[src/sv/suks_pkg.sv]
package suks_pkg;

    // Table size and derived widths
    localparam int CAPACITY = 16;
    localparam int ADDR_W   = $clog2(CAPACITY);
    localparam int CNT_W    = $clog2(CAPACITY + 1);

    // Field widths
    localparam int KEY_W    = 32;
    localparam int MODE_W   = 2;
    localparam int POS_W    = 4;
    localparam int STATUS_W = 3;
    localparam int COUNT_W  = 5;

    // Stream data widths, padded to whole bytes
    localparam int S_TDATA_W = ((KEY_W + POS_W + 7) / 8) * 8;
    localparam int M_TDATA_W = ((KEY_W + COUNT_W + 7) / 8) * 8;

    // Request mode codes (high bit set means read by rank)
    localparam logic [MODE_W-1:0] MODE_INSERT = 2'd0;
    localparam logic [MODE_W-1:0] MODE_DELETE = 2'd1;

    typedef enum logic [STATUS_W-1:0] {
        ST_INSERTED  = 3'd0,
        ST_PRESENT   = 3'd1,
        ST_REMOVED   = 3'd2,
        ST_ABSENT    = 3'd3,
        ST_FULL      = 3'd4,
        ST_READ_OK   = 3'd5,
        ST_EMPTY_POS = 3'd6
    } status_t;

    // Key RAM access for one cycle
    typedef struct packed {
        logic                     we;
        logic [ADDR_W-1:0]        waddr;
        logic signed [KEY_W-1:0]  wdata;
        logic [ADDR_W-1:0]        raddr;
    } ram_req_t;

    // One finished result
    typedef struct packed {
        status_t                  status;
        logic signed [KEY_W-1:0]  key_out;
        logic [COUNT_W-1:0]       count;
    } result_t;

endpackage

[src/sv/sorted_unique_key_set.sv]
// Sorted set of distinct signed 32-bit keys, up to 16 entries, kept in
// ascending order in a single-port-write key RAM.
// Request channel (s_*): tuser carries the mode (insert, delete, read by
// rank; mode 3 also reads), tdata carries the key and the rank.
// Result channel (m_*): one result per request, tuser carries the status,
// tdata the key read (zero unless a read hit) and the key count after it.
// A read goes from acceptance through a RAM read wait state and a finish
// state to the output register. Insert and delete walk the table one
// entry per cycle from rank 0 over the n keys held; the scan ends early
// when an insert finds its key or meets a larger key in a full table, or
// when a delete passes its key. One request is in progress at a time, and
// the next request is taken in the cycle after the result moves to the
// output register.
// A new request is taken while the previous result still waits on m_*;
// the next result is held back until the output register is free, so a
// stalled receiver holds everything else in place.
// Reset empties the table at once (count to zero); no clearing pass is run
// and RAM contents beyond the count are never used.
module sorted_unique_key_set (
    input  logic                              clk,
    input  logic                              rst_n,
    input  logic                              s_tvalid,
    output logic                              s_tready,
    input  logic [suks_pkg::S_TDATA_W-1:0]    s_tdata,   // key[31:0], position[35:32], pad
    input  logic [suks_pkg::MODE_W-1:0]       s_tuser,   // mode[1:0]
    output logic                              m_tvalid,
    input  logic                              m_tready,
    output logic [suks_pkg::M_TDATA_W-1:0]    m_tdata,   // key_out[31:0], count[36:32], pad
    output logic [suks_pkg::STATUS_W-1:0]     m_tuser    // status[2:0]
);
    import suks_pkg::*;

    ram_req_t                ram_req;
    logic signed [KEY_W-1:0] ram_rdata;
    result_t                 res;
    logic                    res_valid;
    logic                    res_free;

    logic                    m_valid_reg, m_valid_next;
    result_t                 m_res_reg, m_res_next;

    suks_key_ram u_ram (
        .clk   (clk),
        .req   (ram_req),
        .rdata (ram_rdata)
    );

    suks_ctrl u_ctrl (
        .clk       (clk),
        .rst_n     (rst_n),
        .in_valid  (s_tvalid),
        .in_ready  (s_tready),
        .mode      (s_tuser),
        .key       (s_tdata[KEY_W-1:0]),
        .position  (s_tdata[KEY_W+POS_W-1:KEY_W]),
        .res_free  (res_free),
        .res_valid (res_valid),
        .res       (res),
        .ram_req   (ram_req),
        .ram_rdata (ram_rdata)
    );

    // Output register: free when empty or being drained this cycle
    assign res_free = !m_valid_reg || m_tready;

    always_comb
    begin
        m_valid_next = m_valid_reg;
        m_res_next   = m_res_reg;
        if (res_valid)
        begin
            m_valid_next = 1'b1;
            m_res_next   = res;
        end
        else if (m_tready)
        begin
            m_valid_next = 1'b0;
        end
    end

    always_ff @(posedge clk or negedge rst_n)
    begin
        if (!rst_n)
        begin
            m_valid_reg <= 1'b0;
        end
        else
        begin
            m_valid_reg <= m_valid_next;
        end
    end

    always_ff @(posedge clk)
    begin
        m_res_reg <= m_res_next;
    end

    assign m_tvalid = m_valid_reg;
    assign m_tuser  = m_res_reg.status;
    assign m_tdata  = {{(M_TDATA_W - KEY_W - COUNT_W){1'b0}},
                       m_res_reg.count, m_res_reg.key_out};

endmodule

[src/sv/suks_key_ram.sv]
module suks_key_ram (
    input  logic                                   clk,
    input  suks_pkg::ram_req_t                     req,
    output logic signed [suks_pkg::KEY_W-1:0]      rdata
);
    import suks_pkg::*;

    logic signed [KEY_W-1:0] mem [CAPACITY];
    logic signed [KEY_W-1:0] rdata_reg;

    // One write port, one registered read port
    always_ff @(posedge clk)
    begin
        if (req.we)
        begin
            mem[req.waddr] <= req.wdata;
        end
        rdata_reg <= mem[req.raddr];
    end

    assign rdata = rdata_reg;

endmodule

[src/sv/suks_ctrl.sv]
module suks_ctrl (
    input  logic                                   clk,
    input  logic                                   rst_n,
    input  logic                                   in_valid,
    output logic                                   in_ready,
    input  logic [suks_pkg::MODE_W-1:0]            mode,
    input  logic signed [suks_pkg::KEY_W-1:0]      key,
    input  logic [suks_pkg::POS_W-1:0]             position,
    input  logic                                   res_free,
    output logic                                   res_valid,
    output suks_pkg::result_t                      res,
    output suks_pkg::ram_req_t                     ram_req,
    input  logic signed [suks_pkg::KEY_W-1:0]      ram_rdata
);
    import suks_pkg::*;

    typedef enum logic [3:0] {
        S_IDLE   = 4'b0001,
        S_SCAN   = 4'b0010,
        S_RDWAIT = 4'b0100,
        S_FIN    = 4'b1000
    } state_t;

    typedef enum logic [1:0] {
        OP_INS,
        OP_DEL,
        OP_RD
    } op_t;

    state_t                  state_reg, state_next;
    op_t                     op_reg, op_next;
    logic [CNT_W-1:0]        ix_reg, ix_next;
    logic [CNT_W-1:0]        count_reg, count_next;
    logic                    flag_reg, flag_next;     // placed (insert) / found (delete)
    logic signed [KEY_W-1:0] carry_reg, carry_next;
    logic signed [KEY_W-1:0] key_reg, key_next;
    logic [POS_W-1:0]        pos_reg, pos_next;
    status_t                 status_reg, status_next;
    logic signed [KEY_W-1:0] key_out_reg, key_out_next;

    logic [CNT_W-1:0]        ix_inc;
    logic                    at_end;
    logic                    full;

    assign ix_inc = ix_reg + 1'b1;
    assign at_end = (ix_reg == count_reg);
    assign full   = (count_reg == CNT_W'(CAPACITY));

    // Sequencer: one table entry per cycle, read of entry i+1 overlaps the
    // write of entry i (insert) or i-1 (delete), so addresses never collide.
    always_comb
    begin
        state_next    = state_reg;
        op_next       = op_reg;
        ix_next       = ix_reg;
        count_next    = count_reg;
        flag_next     = flag_reg;
        carry_next    = carry_reg;
        key_next      = key_reg;
        pos_next      = pos_reg;
        status_next   = status_reg;
        key_out_next  = key_out_reg;
        ram_req.we    = 1'b0;
        ram_req.waddr = ADDR_W'(ix_reg);
        ram_req.wdata = key_reg;
        ram_req.raddr = ADDR_W'(ix_inc);
        res_valid     = 1'b0;
        in_ready      = (state_reg == S_IDLE);

        unique case (state_reg)
            S_IDLE:
            begin
                if (in_valid)
                begin
                    key_next     = key;
                    pos_next     = position;
                    ix_next      = '0;
                    flag_next    = 1'b0;
                    key_out_next = '0;
                    if (mode[MODE_W-1])
                    begin
                        op_next       = OP_RD;
                        ram_req.raddr = ADDR_W'(position);
                        state_next    = S_RDWAIT;
                    end
                    else
                    begin
                        op_next       = (mode == MODE_DELETE) ? OP_DEL : OP_INS;
                        ram_req.raddr = '0;
                        state_next    = S_SCAN;
                    end
                end
            end

            S_RDWAIT:
            begin
                if (32'(pos_reg) < 32'(count_reg))
                begin
                    status_next  = ST_READ_OK;
                    key_out_next = ram_rdata;
                end
                else
                begin
                    status_next  = ST_EMPTY_POS;
                end
                state_next = S_FIN;
            end

            S_SCAN:
            begin
                if (op_reg == OP_INS)
                begin
                    if (flag_reg)
                    begin
                        // ripple the displaced key one slot up
                        ram_req.we    = 1'b1;
                        ram_req.wdata = carry_reg;
                        carry_next    = ram_rdata;
                        if (at_end)
                        begin
                            count_next  = count_reg + 1'b1;
                            status_next = ST_INSERTED;
                            state_next  = S_FIN;
                        end
                        else
                        begin
                            ix_next = ix_inc;
                        end
                    end
                    else if (at_end)
                    begin
                        if (full)
                        begin
                            status_next = ST_FULL;
                        end
                        else
                        begin
                            ram_req.we  = 1'b1;
                            count_next  = count_reg + 1'b1;
                            status_next = ST_INSERTED;
                        end
                        state_next = S_FIN;
                    end
                    else if (ram_rdata == key_reg)
                    begin
                        status_next = ST_PRESENT;
                        state_next  = S_FIN;
                    end
                    else if (ram_rdata > key_reg)
                    begin
                        if (full)
                        begin
                            status_next = ST_FULL;
                            state_next  = S_FIN;
                        end
                        else
                        begin
                            // insertion point: new key here, old one carried
                            ram_req.we = 1'b1;
                            carry_next = ram_rdata;
                            flag_next  = 1'b1;
                            ix_next    = ix_inc;
                        end
                    end
                    else
                    begin
                        ix_next = ix_inc;
                    end
                end
                else
                begin
                    if (flag_reg)
                    begin
                        if (at_end)
                        begin
                            count_next  = count_reg - 1'b1;
                            status_next = ST_REMOVED;
                            state_next  = S_FIN;
                        end
                        else
                        begin
                            // close the gap: move entry down one slot
                            ram_req.we    = 1'b1;
                            ram_req.waddr = ADDR_W'(ix_reg - 1'b1);
                            ram_req.wdata = ram_rdata;
                            ix_next       = ix_inc;
                        end
                    end
                    else if (at_end || (ram_rdata > key_reg))
                    begin
                        status_next = ST_ABSENT;
                        state_next  = S_FIN;
                    end
                    else
                    begin
                        if (ram_rdata == key_reg)
                        begin
                            flag_next = 1'b1;
                        end
                        ix_next = ix_inc;
                    end
                end
            end

            S_FIN:
            begin
                res_valid = res_free;
                if (res_free)
                begin
                    state_next = S_IDLE;
                end
            end

            default:
            begin
                state_next = S_IDLE;
            end
        endcase
    end

    assign res.status  = status_reg;
    assign res.key_out = key_out_reg;
    assign res.count   = COUNT_W'(count_reg);

    // Control state
    always_ff @(posedge clk or negedge rst_n)
    begin
        if (!rst_n)
        begin
            state_reg <= S_IDLE;
            count_reg <= '0;
            flag_reg  <= 1'b0;
            ix_reg    <= '0;
            op_reg    <= OP_INS;
        end
        else
        begin
            state_reg <= state_next;
            count_reg <= count_next;
            flag_reg  <= flag_next;
            ix_reg    <= ix_next;
            op_reg    <= op_next;
        end
    end

    // Payload
    always_ff @(posedge clk)
    begin
        carry_reg   <= carry_next;
        key_reg     <= key_next;
        pos_reg     <= pos_next;
        status_reg  <= status_next;
        key_out_reg <= key_out_next;
    end

    // Key count only moves at the end of a scan
    assert property (@(posedge clk) disable iff (!rst_n)
        (count_reg != $past(count_reg)) |-> ($past(state_reg) == S_SCAN))
        else $error("key count changed outside a scan");

    // Table never exceeds its capacity
    assert property (@(posedge clk) disable iff (!rst_n)
        count_reg <= CNT_W'(CAPACITY))
        else $error("key count above capacity");

    // RAM writes stay inside the live part of the table plus one slot;
    // a delete may shift entries in a full table
    assert property (@(posedge clk) disable iff (!rst_n)
        ram_req.we |-> ((state_reg == S_SCAN) && (ix_reg <= count_reg) &&
                        ((op_reg == OP_DEL) || !full)))
        else $error("key RAM write out of range");

    // An accepted request always leaves idle
    assert property (@(posedge clk) disable iff (!rst_n)
        (in_valid && in_ready) |=> (state_reg != S_IDLE))
        else $error("request accepted but sequencer stayed idle");

endmodule

[config.mk]
export PLATFORM = sky130hd
export DESIGN_NAME = sorted_unique_key_set
export DESIGN_NICKNAME = d
export VERILOG_FILES = /design/src/sv/suks_pkg.sv /design/src/sv/sorted_unique_key_set.sv /design/src/sv/suks_key_ram.sv /design/src/sv/suks_ctrl.sv
export SDC_FILE = /design/constraint.sdc
export NUM_CORES = 1
export LEC_CHECK = 0
export BUFFER_PORTS_ARGS = -buffer_cell sky130_fd_sc_hd__buf_4
export CAP_MARGIN = 10
export CORE_UTILIZATION = 65
export CTS_CLUSTER_DIAMETER = 60
export DETAILED_ROUTE_END_ITERATION = 10
export GPL_TIMING_DRIVEN = 0
export PLACE_DENSITY = 0.86
export SYNTH_ARGS = -nofsm -noshare
export SYNTH_HDL_FRONTEND = slang
export SYNTH_SLANG_ARGS = --single-unit
[constraint.sdc]
create_clock -name clk -period 11.6 [get_ports clk]
set_clock_uncertainty 0.1 [all_clocks]
set_input_delay 2.32 -clock clk [delete_from_list [all_inputs] [get_ports clk]]
set_output_delay 2.32 -clock clk [all_outputs]
set_load 0.02 [all_outputs]
After elaboration in Yosys (flattened, before gate mapping)
Memories as Yosys holds them, arrays and structs flattened. A register that Yosys moved wholly into a read port is not among the register bits.
Cells that the tools add are included.
- $add $sub $neg: 4
- div/mod/pow operators: 0
- shift-type cells: 0
- bitwise operators: 0
- order comparisons: 2
- eq/ne operators: 24
- multipliers: 0
- muxes and demuxes: 82
- reduce and logical (&&, ||, !) cells: 18
- operators with widths (operator ; number):
    2-to-1 mux 32 bit ; 9
    2-to-1 mux 37 bit ; 3
    2-to-1 mux 5 bit ; 17
    case mux 32 bit (2 select lines) ; 1
    2-to-1 mux 4 bit ; 15
    2-to-1 mux 3 bit ; 12
    == test 32 bit ; 1
    > comparator 32 bit ; 1
    2-to-1 mux 1 bit ; 19
    case mux 4 bit (4 select lines) ; 1
    AND reduction 6 bit ; 2
    nonzero test 2 bit ; 6
    adder 5 x 1 -> 5 bit (second input constant) ; 2
    inequality test 2 x 1 -> 1 bit (second input constant) ; 5
    inequality test 5 x 4 -> 1 bit (second input constant) ; 2
    case mux 5 bit (2 select lines) ; 1
    AND reduction 5 bit ; 2
    inequality test 4 x 3 -> 1 bit (second input constant) ; 2
    inequality test 6 x 3 -> 1 bit (second input constant) ; 1
    inequality test 6 x 4 -> 1 bit (second input constant) ; 1
    case mux 3 bit (2 select lines) ; 1
    == test 5 bit ; 1
    == test 5 bit (second input constant) ; 1
    less-than comparator 4 x 5 -> 1 bit ; 1
    other kinds (20) ; 23
- bits in writable memories: 512
- logic and storage cells: 145
- bits in read-only memories: 0
- memories: 1
- latch bits: 0
- bits in registers: 161
- input port bits: 46
- output and inout port bits: 45
- memory list (name ; depth ; bits a word ; rd ports ; clocked after memory_dff ; write ports ; RTL line ; source):
    u_ram.mem ; 16 ; 32 ; 1 ; 1 ; 1 ; suks_key_ram.sv:8 ; logic signed [KEY_W-1:0] mem [CAPACITY];

Depth between registers and ports, before layout
Gate-level depths: netlist (run 1).
- word-level depth: 10
- mapped depth: 12
- mapped depth without buffers: 11

Cells and area by module
A second synthesis (run 1) with hierarchy kept.
- cells, all modules: 1419
- area, all modules: 27234.9 um^2
- by module, submodules not included (module ; seq. area each (um^2) ; cells each ; area an instance (um^2) ; times used):
    suks_key_ram ; 16015.4 ; 838 ; 19835.3 ; 1
    suks_ctrl ; 3519.6 ; 534 ; 6124.6 ; 1
    sorted_unique_key_set ; 1226.2 ; 47 ; 1275.0 ; 1

Least setup slack after synthesis (run 1)
OpenSTA, ideal clock, no wires.
- path type: register -> register
- start point: reg u_ctrl.key_reg[5]
- end point: mem u_ram.mem[10][0] (enable)
- period minus slack after synthesis: 5.977 ns
- stages on the path, launching flop included: 13
- required time: 10.998 ns
- buffers on the path: 1
- path slack: 5.623 ns
- arrival time: 5.375 ns
- setup time: 0.502 ns
- cell sequence: edfxtp_1 -> inv_1 -> ha_1 -> a21oi_1 -> o21ai_1 -> a221o_1 -> o31a_1 -> nor2_2 -> xor2_2 -> a21bo_1 -> a21oi_2 -> buf_6 -> nor4_1
- cells in the longest elaborated chain, start to end: 9
- elaborated cells on any way between the ends: 10
- those cells by class: order compare (1); eq/ne (1); mux (8)
- RTL lines (element ; RTL line ; source):
    from (decl) ; suks_ctrl.sv:36 ; logic signed [KEY_W-1:0] key_reg, key_next;
    from (signal assigned) ; suks_ctrl.sv:250 ; key_reg <= key_next;
    > comparator 32 bit ; suks_ctrl.sv:149 ; else if (ram_rdata > key_reg)
    2-to-1 mux 1 bit ; suks_ctrl.sv:149 ;
    2-to-1 mux 1 bit * ; suks_ctrl.sv:144 ; else if (ram_rdata == key_reg)
    2-to-1 mux 1 bit * ; suks_ctrl.sv:130 ; else if (at_end)
    2-to-1 mux 1 bit * ; suks_ctrl.sv:113 ; if (flag_reg)
    2-to-1 mux 1 bit * ; suks_ctrl.sv:111 ; if (op_reg == OP_INS)
    2-to-1 mux 37 bit * ; suks_ctrl.sv:70 ; unique case (state_reg)
    2-to-1 mux 1 bit * ; suks_key_ram.sv:14 ; if (req.we)
    2-to-1 mux 1 bit (implied by the code) * ; suks_key_ram.sv:16 ; mem[req.waddr] <= req.wdata;
    to (decl) ; suks_key_ram.sv:8 ;
Mark *: on every way between the ends. The rest lies on a longest branch, timed or not.

Final worst setup path (run 1)
- start point: in s_tvalid
- end point: reg u_ram.rdata_reg[0] (netlist: u_ram.rdata[0]), read port of u_ram.mem
- cells in the longest elaborated chain, start to end: 2
- RTL lines (element ; RTL line ; source):
    from (decl) ; sorted_unique_key_set.sv:22 ; input logic s_tvalid,
    2-to-1 mux 4 bit ; suks_ctrl.sv:73 ; if (in_valid)
    2-to-1 mux 4 bit ; suks_ctrl.sv:70 ;
    to (decl) ; suks_key_ram.sv:9 ; logic signed [KEY_W-1:0] rdata_reg;
Every way passes these cells.
A chain may end at the register's enable or synchronous reset.

==> impl_metrics.tcl, run 1 <==
set metrics [dict create \
    status "completed" \
    hold_class "reg -> reg" \
    rr_startpoint "u_ctrl.key_reg[14]" \
    post-route-period-util_pct 45.2 \
    drc 0 \
    num_antenna_cells 0 \
    worst_skew_pair.late_latency_ns 0.59 \
    synth_compound_area_share_pct 11.5 \
    tightest_slew_ns 1.21 \
    setup_tns_ns 0 \
    synth_seq_cells 705 \
    rsz0062_at_grt "no" \
    hpwl_microns 47700 \
    finalHoldViolations 0 \
    wl_met1_microns 25000 \
    synth_xor_area_share_pct 0.491 \
    ir_drop_uv 166 \
    synth_top_flop_cell "edfxtp_1" \
    place_congestion 0.910 \
    start_util_pct 65.8 \
    ant_nets 0 \
    cts_htree_levels 3 \
    grt_pass1_wl_microns 106000 \
    min_to "m_tdata[24]" \
    largest_register "u_ram.mem" \
    cts_setup_buffers 0 \
    overflow 0 \
    critPathKind "in -> reg" \
    pin_count 91 \
    yosysSeqAreaShare_pct 73.4 \
    slew_headroom_pct 18.9 \
    reg2reg_slack_ns 6.56 \
    hp-start "u_ctrl.key_out_reg[24]" \
    async_flop_share_pct 2.55 \
    power.density_nw_per_um2 254 \
    clockBufferDepth 3 \
    cp_slowest_stage_delay_ns 0.70 \
    layout_common_cells "edfxtp_1 (655), a211oi_1 (225), nand2_1 (156)" \
    endpoint_kind "flop" \
    worst-endpoint-required_ns 11.89 \
    layout-drive-gt1-share_pct 15.5 \
    synth_area_sq_um 28300 \
    holdBufCountCts 0 \
    drt_iter0_markers 2954 \
    drv_cap 0 \
    synth-simple-area-share_pct 7.42 \
    grt_max_degree 41 \
    grt_pass1_vias 18522 \
    cts_tree "yes" \
    critPathArrivalTime_ns 5.53 \
    cp_max_fo 40 \
    synth_mux_area_share_pct 2.34 \
    setup_viol 0 \
    die_height_microns 211 \
    wl_met3_microns 8660 \
    final_common_cell "edfxtp_1" \
    start_kind "primary input" \
    synth_top_family_by_area "compound AO/OA/AOI/OAI gates" \
    clk_pin_slew_ns 0.06 \
    critPathLaunch "s_tvalid" \
    wirelength_microns 71700 \
    p_leak_nw 11.3 \
    clock-sinks 705 \
    vias 18576 \
    first_pass_iters 7 \
    synth-edff-count 655 \
    die-area_sq_um 44400 \
    syn2layout_area_growth_pct 15.0 \
    row_count 76 \
    viasPerCell 6.72 \
    fin_crit_ns 5.24 \
    synth.distinct_cells 63 \
    grt_use_total_pct 32.4 \
    synth_cells 1899 \
    largest_reg_flops 512 \
    synth-adder-area-share_pct 1.84 \
    crit_slowest_cell "buf_1" \
    critical_path.reg2reg.endpoint "u_ram.mem[9][11]" \
    holdPathStages 0 \
    ys_warn_count 0 \
    cts_root_buffer "clkbuf_16" \
    utilization_pct 75.7 \
    fp.coreArea_sq_um 43000 \
    cts_resized 0 \
    wl_per_cell_microns 25.9 \
    highest_layer "met5" \
    fillers 2243 \
    final_nets 2214 \
    worstRegToRegCells 15 \
    cp_cell_sequence "buf_4 > nand2_2 > inv_2 > nor2_1 > a31oi_2 > buf_2 > buf_1 > a31oi_1 > a21oi_1 > a21oi_1" \
    avgSynthCellArea_sq_um 14.9 \
    antenna_found_initial 1 \
    cp_common_cell "a21oi_1" \
    port_buffers 83 \
    die_w_microns 211 \
    cts_buffers 68 \
    clock.fmax_ghz 0.191 \
    drv_slew 0 \
    wl_met2_microns 34700 \
]
-- area by class of cell --
class,instances,area (sq um),share of cell area (%)
flip-flops and latches,705,20800,63.8
repair buffers,156,1230,3.79
plain buffers,123,581,1.78
well taps,585,732,2.25
clock inverters,31,283,0.869
clock buffers,90,1860,5.70
multi-input cells,996,6800,20.9
inverters,77,289,0.888
-- worst max-delay path, delay by kind of cell --
family,cells,cell delay (ns)
and+or+nand+nor,2,0.23
AOI/OAI and AO/OA,4,1.11
buffers and inverters,4,1.86
-- per-stage QoR --
step	std cells	hold slack, ns	power, mW	setup slack (ns)	cell area [sq um]
finish	2763	0.317	8.26	6.36	32500
global route	2763	0.319	8.53	6.24	32500
CTS	2763	0.316	8.14	6.44	32500
detailed placement	2642	0.305	5.98	5.90	30400
global placement	2569	0.301	5.82	2.16	29700
floorplan	1901	0.300	5.01	5.62	28300
-- layer usage --
metal / vias up / track usage (%)
li1: 7794 / -
met1: 8887 / 40.5
met2: 1606 / 54.1
met3: 287 / 7.27
met4: 2 / 15.5
met5: - / 0
-- kinds of logic after synthesis --
kind of cell | Yosys count
muxes | 66
and+or+nand+nor | 406
AOI/OAI and AO/OA | 465
xor gates and xnor gates | 15
other | 1
DFF | 705
adders and majority gates | 41
buffers and inverters | 200
-- how the worst max path moves through the flow --
stage / endpoint / cells after the start
after floorplan: u_ram.mem[10][0] / 12
after global placement: u_ram.mem[6][10] / 12
after detailed placement: u_ram.rdata[6] / 10
after CTS: u_ram.rdata[9] / 10
after global routing: u_ram.rdata[3] / 10
final: u_ram.rdata[0] / 10
-- synth_stat cells (4+ instances only) --
cell      instances  area [sq um]
edfxtp_1        655         19700
a211oi_1        225          1690
nand2_1         156           586
and2_1          143           895
a21oi_1          87           435
inv_1            75           282
a31oi_1          68           425
mux2i_1          65           651
clkbuf_1         64           240
ha_1             40           500
buf_2            38           190
a222oi_1         32           320
dfxtp_1          32           641
o21ai_0          22           110
nor2_1           21          78.8
nor4_1           19           119
dfrtp_1          17           425
and2_0           16           100
nand3_1          16          80.1
buf_4             9          67.6
nand4_1           8          50.1
a21o_1            7          52.6
buf_1             7          26.3
nor3_1            7          35.0
xnor2_1           7          61.3
xor2_1            7          61.3
buf_6             5          56.3
nand2b_1          4          25.0
o211ai_1          4          30.0
-- report_power, final --
part	internal [mW]	switching (mW)
logic	0.842	1.98
clock network	1.22	0.918
registers	3.16	0.140
Note: power is estimated with default switching activity, not from simulation.
==> run 2: changes to the inputs <==
- CORE_UTILIZATION: 65 -> 62
- PLACE_DENSITY: 0.86 -> 0.83
- clock period: 11.6 -> 5 ns (I/O delays scaled with it)
==> run 2 against run 1 <==
Die area grew 4.8%. Sequential cell count stayed put. Largest cell class unchanged. Clock-buffer cell count is 10 higher. Sequential power grew 130%.
==> impl_metrics.tcl, run 2 (synthesis results as in run 1) <==
set metrics [dict create \
    syn2layout_area_growth_pct 15.4 \
    grt_max_degree 41 \
    drv_slew 0 \
    critical_path.reg2reg.endpoint "u_ram.mem[5][8]" \
    start_kind "flop" \
    cts_tree "yes" \
    cts_root_buffer "clkbuf_16" \
    power.density_nw_per_um2 594 \
    top_usage_layer "met2" \
    cts_buffers 70 \
    regArea_sq_um 20800 \
    dp.cells 2648 \
    final_cells 2780 \
    grt_pass1_wl_microns 110000 \
    clockPowerShare_pct 26.3 \
    fin_area_sq_um 32600 \
    wl_per_cell_microns 26.6 \
    fillers 2435 \
    rr_startpoint "u_ctrl.key_reg[15]" \
    slew_headroom_pct 4.97 \
    critPathKind "reg -> reg" \
    endpoint_kind "flop" \
    critPathArrivalTime_ns 5.16 \
    ant_nets 0 \
    wirelength_microns 74100 \
    layout_common_cells "edfxtp_1 (655), a211oi_1 (225), nand2_1 (156)" \
    p_leak_nw 11.3 \
    cp_max_fo 10 \
    reg2reg_slack_ns 0.05 \
    clk_pin_slew_ns 0.06 \
    p_comb_share_pct 34.1 \
    antenna_found_initial 3 \
    hold_class "in -> async" \
    p_total_mw 19.4 \
    use_met3_pct 6.24 \
    power_frac_seq_pct 39.6 \
    worst-endpoint-required_ns 5.21 \
    ir_drop_uv 469 \
    die_height_microns 216 \
    viasPerCell 6.72 \
    post-route-period-util_pct 99.0 \
    met2_usage_pct 53.4 \
    whs_ns 0.179 \
    setup_viol 0 \
    grt_use_total_pct 31.9 \
    num_antenna_cells 0 \
    worst_skew_pair.late_latency_ns 0.61 \
    first_pass_iters 9 \
    drc 0 \
    row_count 77 \
    tightest_slew_ns 1.42 \
    clock-sinks 705 \
    vias 18675 \
    layout-drive-gt1-share_pct 15.5 \
    largest_reg_flops 512 \
    finalHoldViolations 0 \
    port_buffers 83 \
    cts_htree_levels 3 \
    drt_iter0_markers 2822 \
    die_w_microns 216 \
    status "completed" \
    multiInputGateArea_sq_um 6840 \
    grt_pass1_vias 18727 \
    hpwl_microns 48100 \
    clockBufferDepth 3 \
    placed_cell_area_sq_um 30400 \
    p_int_mw 12.2 \
    use_met1_pct 40.1 \
    p_sw_mw 7.19 \
    fin_crit_ns 4.95 \
    fp.coreArea_sq_um 44600 \
    final_common_cell "edfxtp_1" \
    place_congestion 0.917 \
    overflow 0 \
    holdBufCountCts 0 \
    drv_cap 0 \
    clock.fmax_ghz 0.202 \
    pin_count 91 \
    start_util_pct 63.4 \
    worstRegToRegCells 14 \
    die-area_sq_um 46500 \
    final_nets 2219 \
    largest_register "u_ram.mem" \
    sw_frac_of_total_pct 37.1 \
]
-- run 2: changes by cell type in the layout (fill, tap and decap cells not counted), sizes merged --
cell	delta
clkinvlp	-1
buf	+3
clkinv	-2
clkbuf	+10
-- run 2: how the worst max path moves through the flow --
stage | from | end | slack, ns | cells after the start
after floorplan | u_ctrl.key_reg[5] | u_ram.mem[10][0] | -0.98 | 12
after CTS | u_ctrl.key_reg[15] | u_ram.mem[6][11] | 0.07 | 14
final | u_ctrl.key_reg[15] | u_ram.mem[5][8] | 0.05 | 14
after global routing | u_ctrl.key_reg[14] | u_ram.mem[5][8] | -0.01 | 14
after detailed placement | u_ctrl.key_reg[15] | u_ram.mem[1][9] | -0.20 | 16
after global placement | u_ctrl.key_reg[15] | u_ram.mem[4][9] | -4.34 | 12
-- run 2: through the flow --
step	setup slack [ns]	setup TNS [ns]	utilization, %
2_1_floorplan	-0.977	-475.78	-
3_3_place_gp	-4.34	-2092.94	66.5
3_5_place_dp	-0.201	-1.60	68.1
4_1_cts	0.0719	0	73.1
5_1_grt	-0.0118	-0.107	73.2
6_report	0.0501	0	73.2
-- run 2: power by group through the flow --
| stage | logic [mW] | registers, mW | clock network, mW |
|---|---|---|---|
| 2_1_floorplan | 3.97 | 7.66 | 0 |
| 3_3_place_gp | 5.77 | 7.75 | 0 |
| 3_5_place_dp | 6.17 | 7.76 | 0 |
| 4_1_cts | 6.36 | 7.66 | 5.10 |
| 5_1_grt | 6.94 | 7.71 | 5.32 |
| 6_report | 6.62 | 7.67 | 5.10 |
-- run 2: worst max-delay path, cell delays in order (launching register included) --
cell	delay [ns]
edfxtp_1	0.41
inv_1	0.07
ha_1	0.31
nand4_1	0.19
nor4_1	0.63
a21boi_0	0.25
o31a_1	0.28
nor2_2	0.07
xor2_2	0.31
a21bo_1	0.17
a21oi_2	0.17
buf_6	0.23
nor4_2	0.91
buf_4	0.34
buf_4	0.20
-- run 2: what timing repair did --
item                       in CTS  in global routing
setup buffers                   0                  3
setup endpoints to repair      17                 58
resized for setup               2                  2
pin swaps                       0                  4
-- run 2: final cells by class --
cell class                      instances  area share [%]
Timing Repair Buffer                  159            3.84
Tap cell                              592            2.27
Clock buffer                          100            5.90
Inverter                               77           0.885
Buffer                                123            1.78
Multi-Input combinational cell        996            20.9
Sequential cell                       705            63.6
Clock inverter                         28           0.789
-- run 2: routing by layer --
metal | up-vias | share of wire, %
li1 | 7807 | -
met1 | 9083 | 35
met2 | 1543 | 49
met3 | 240 | 12
met4 | 2 | 4.2
met5 | - | 0.018
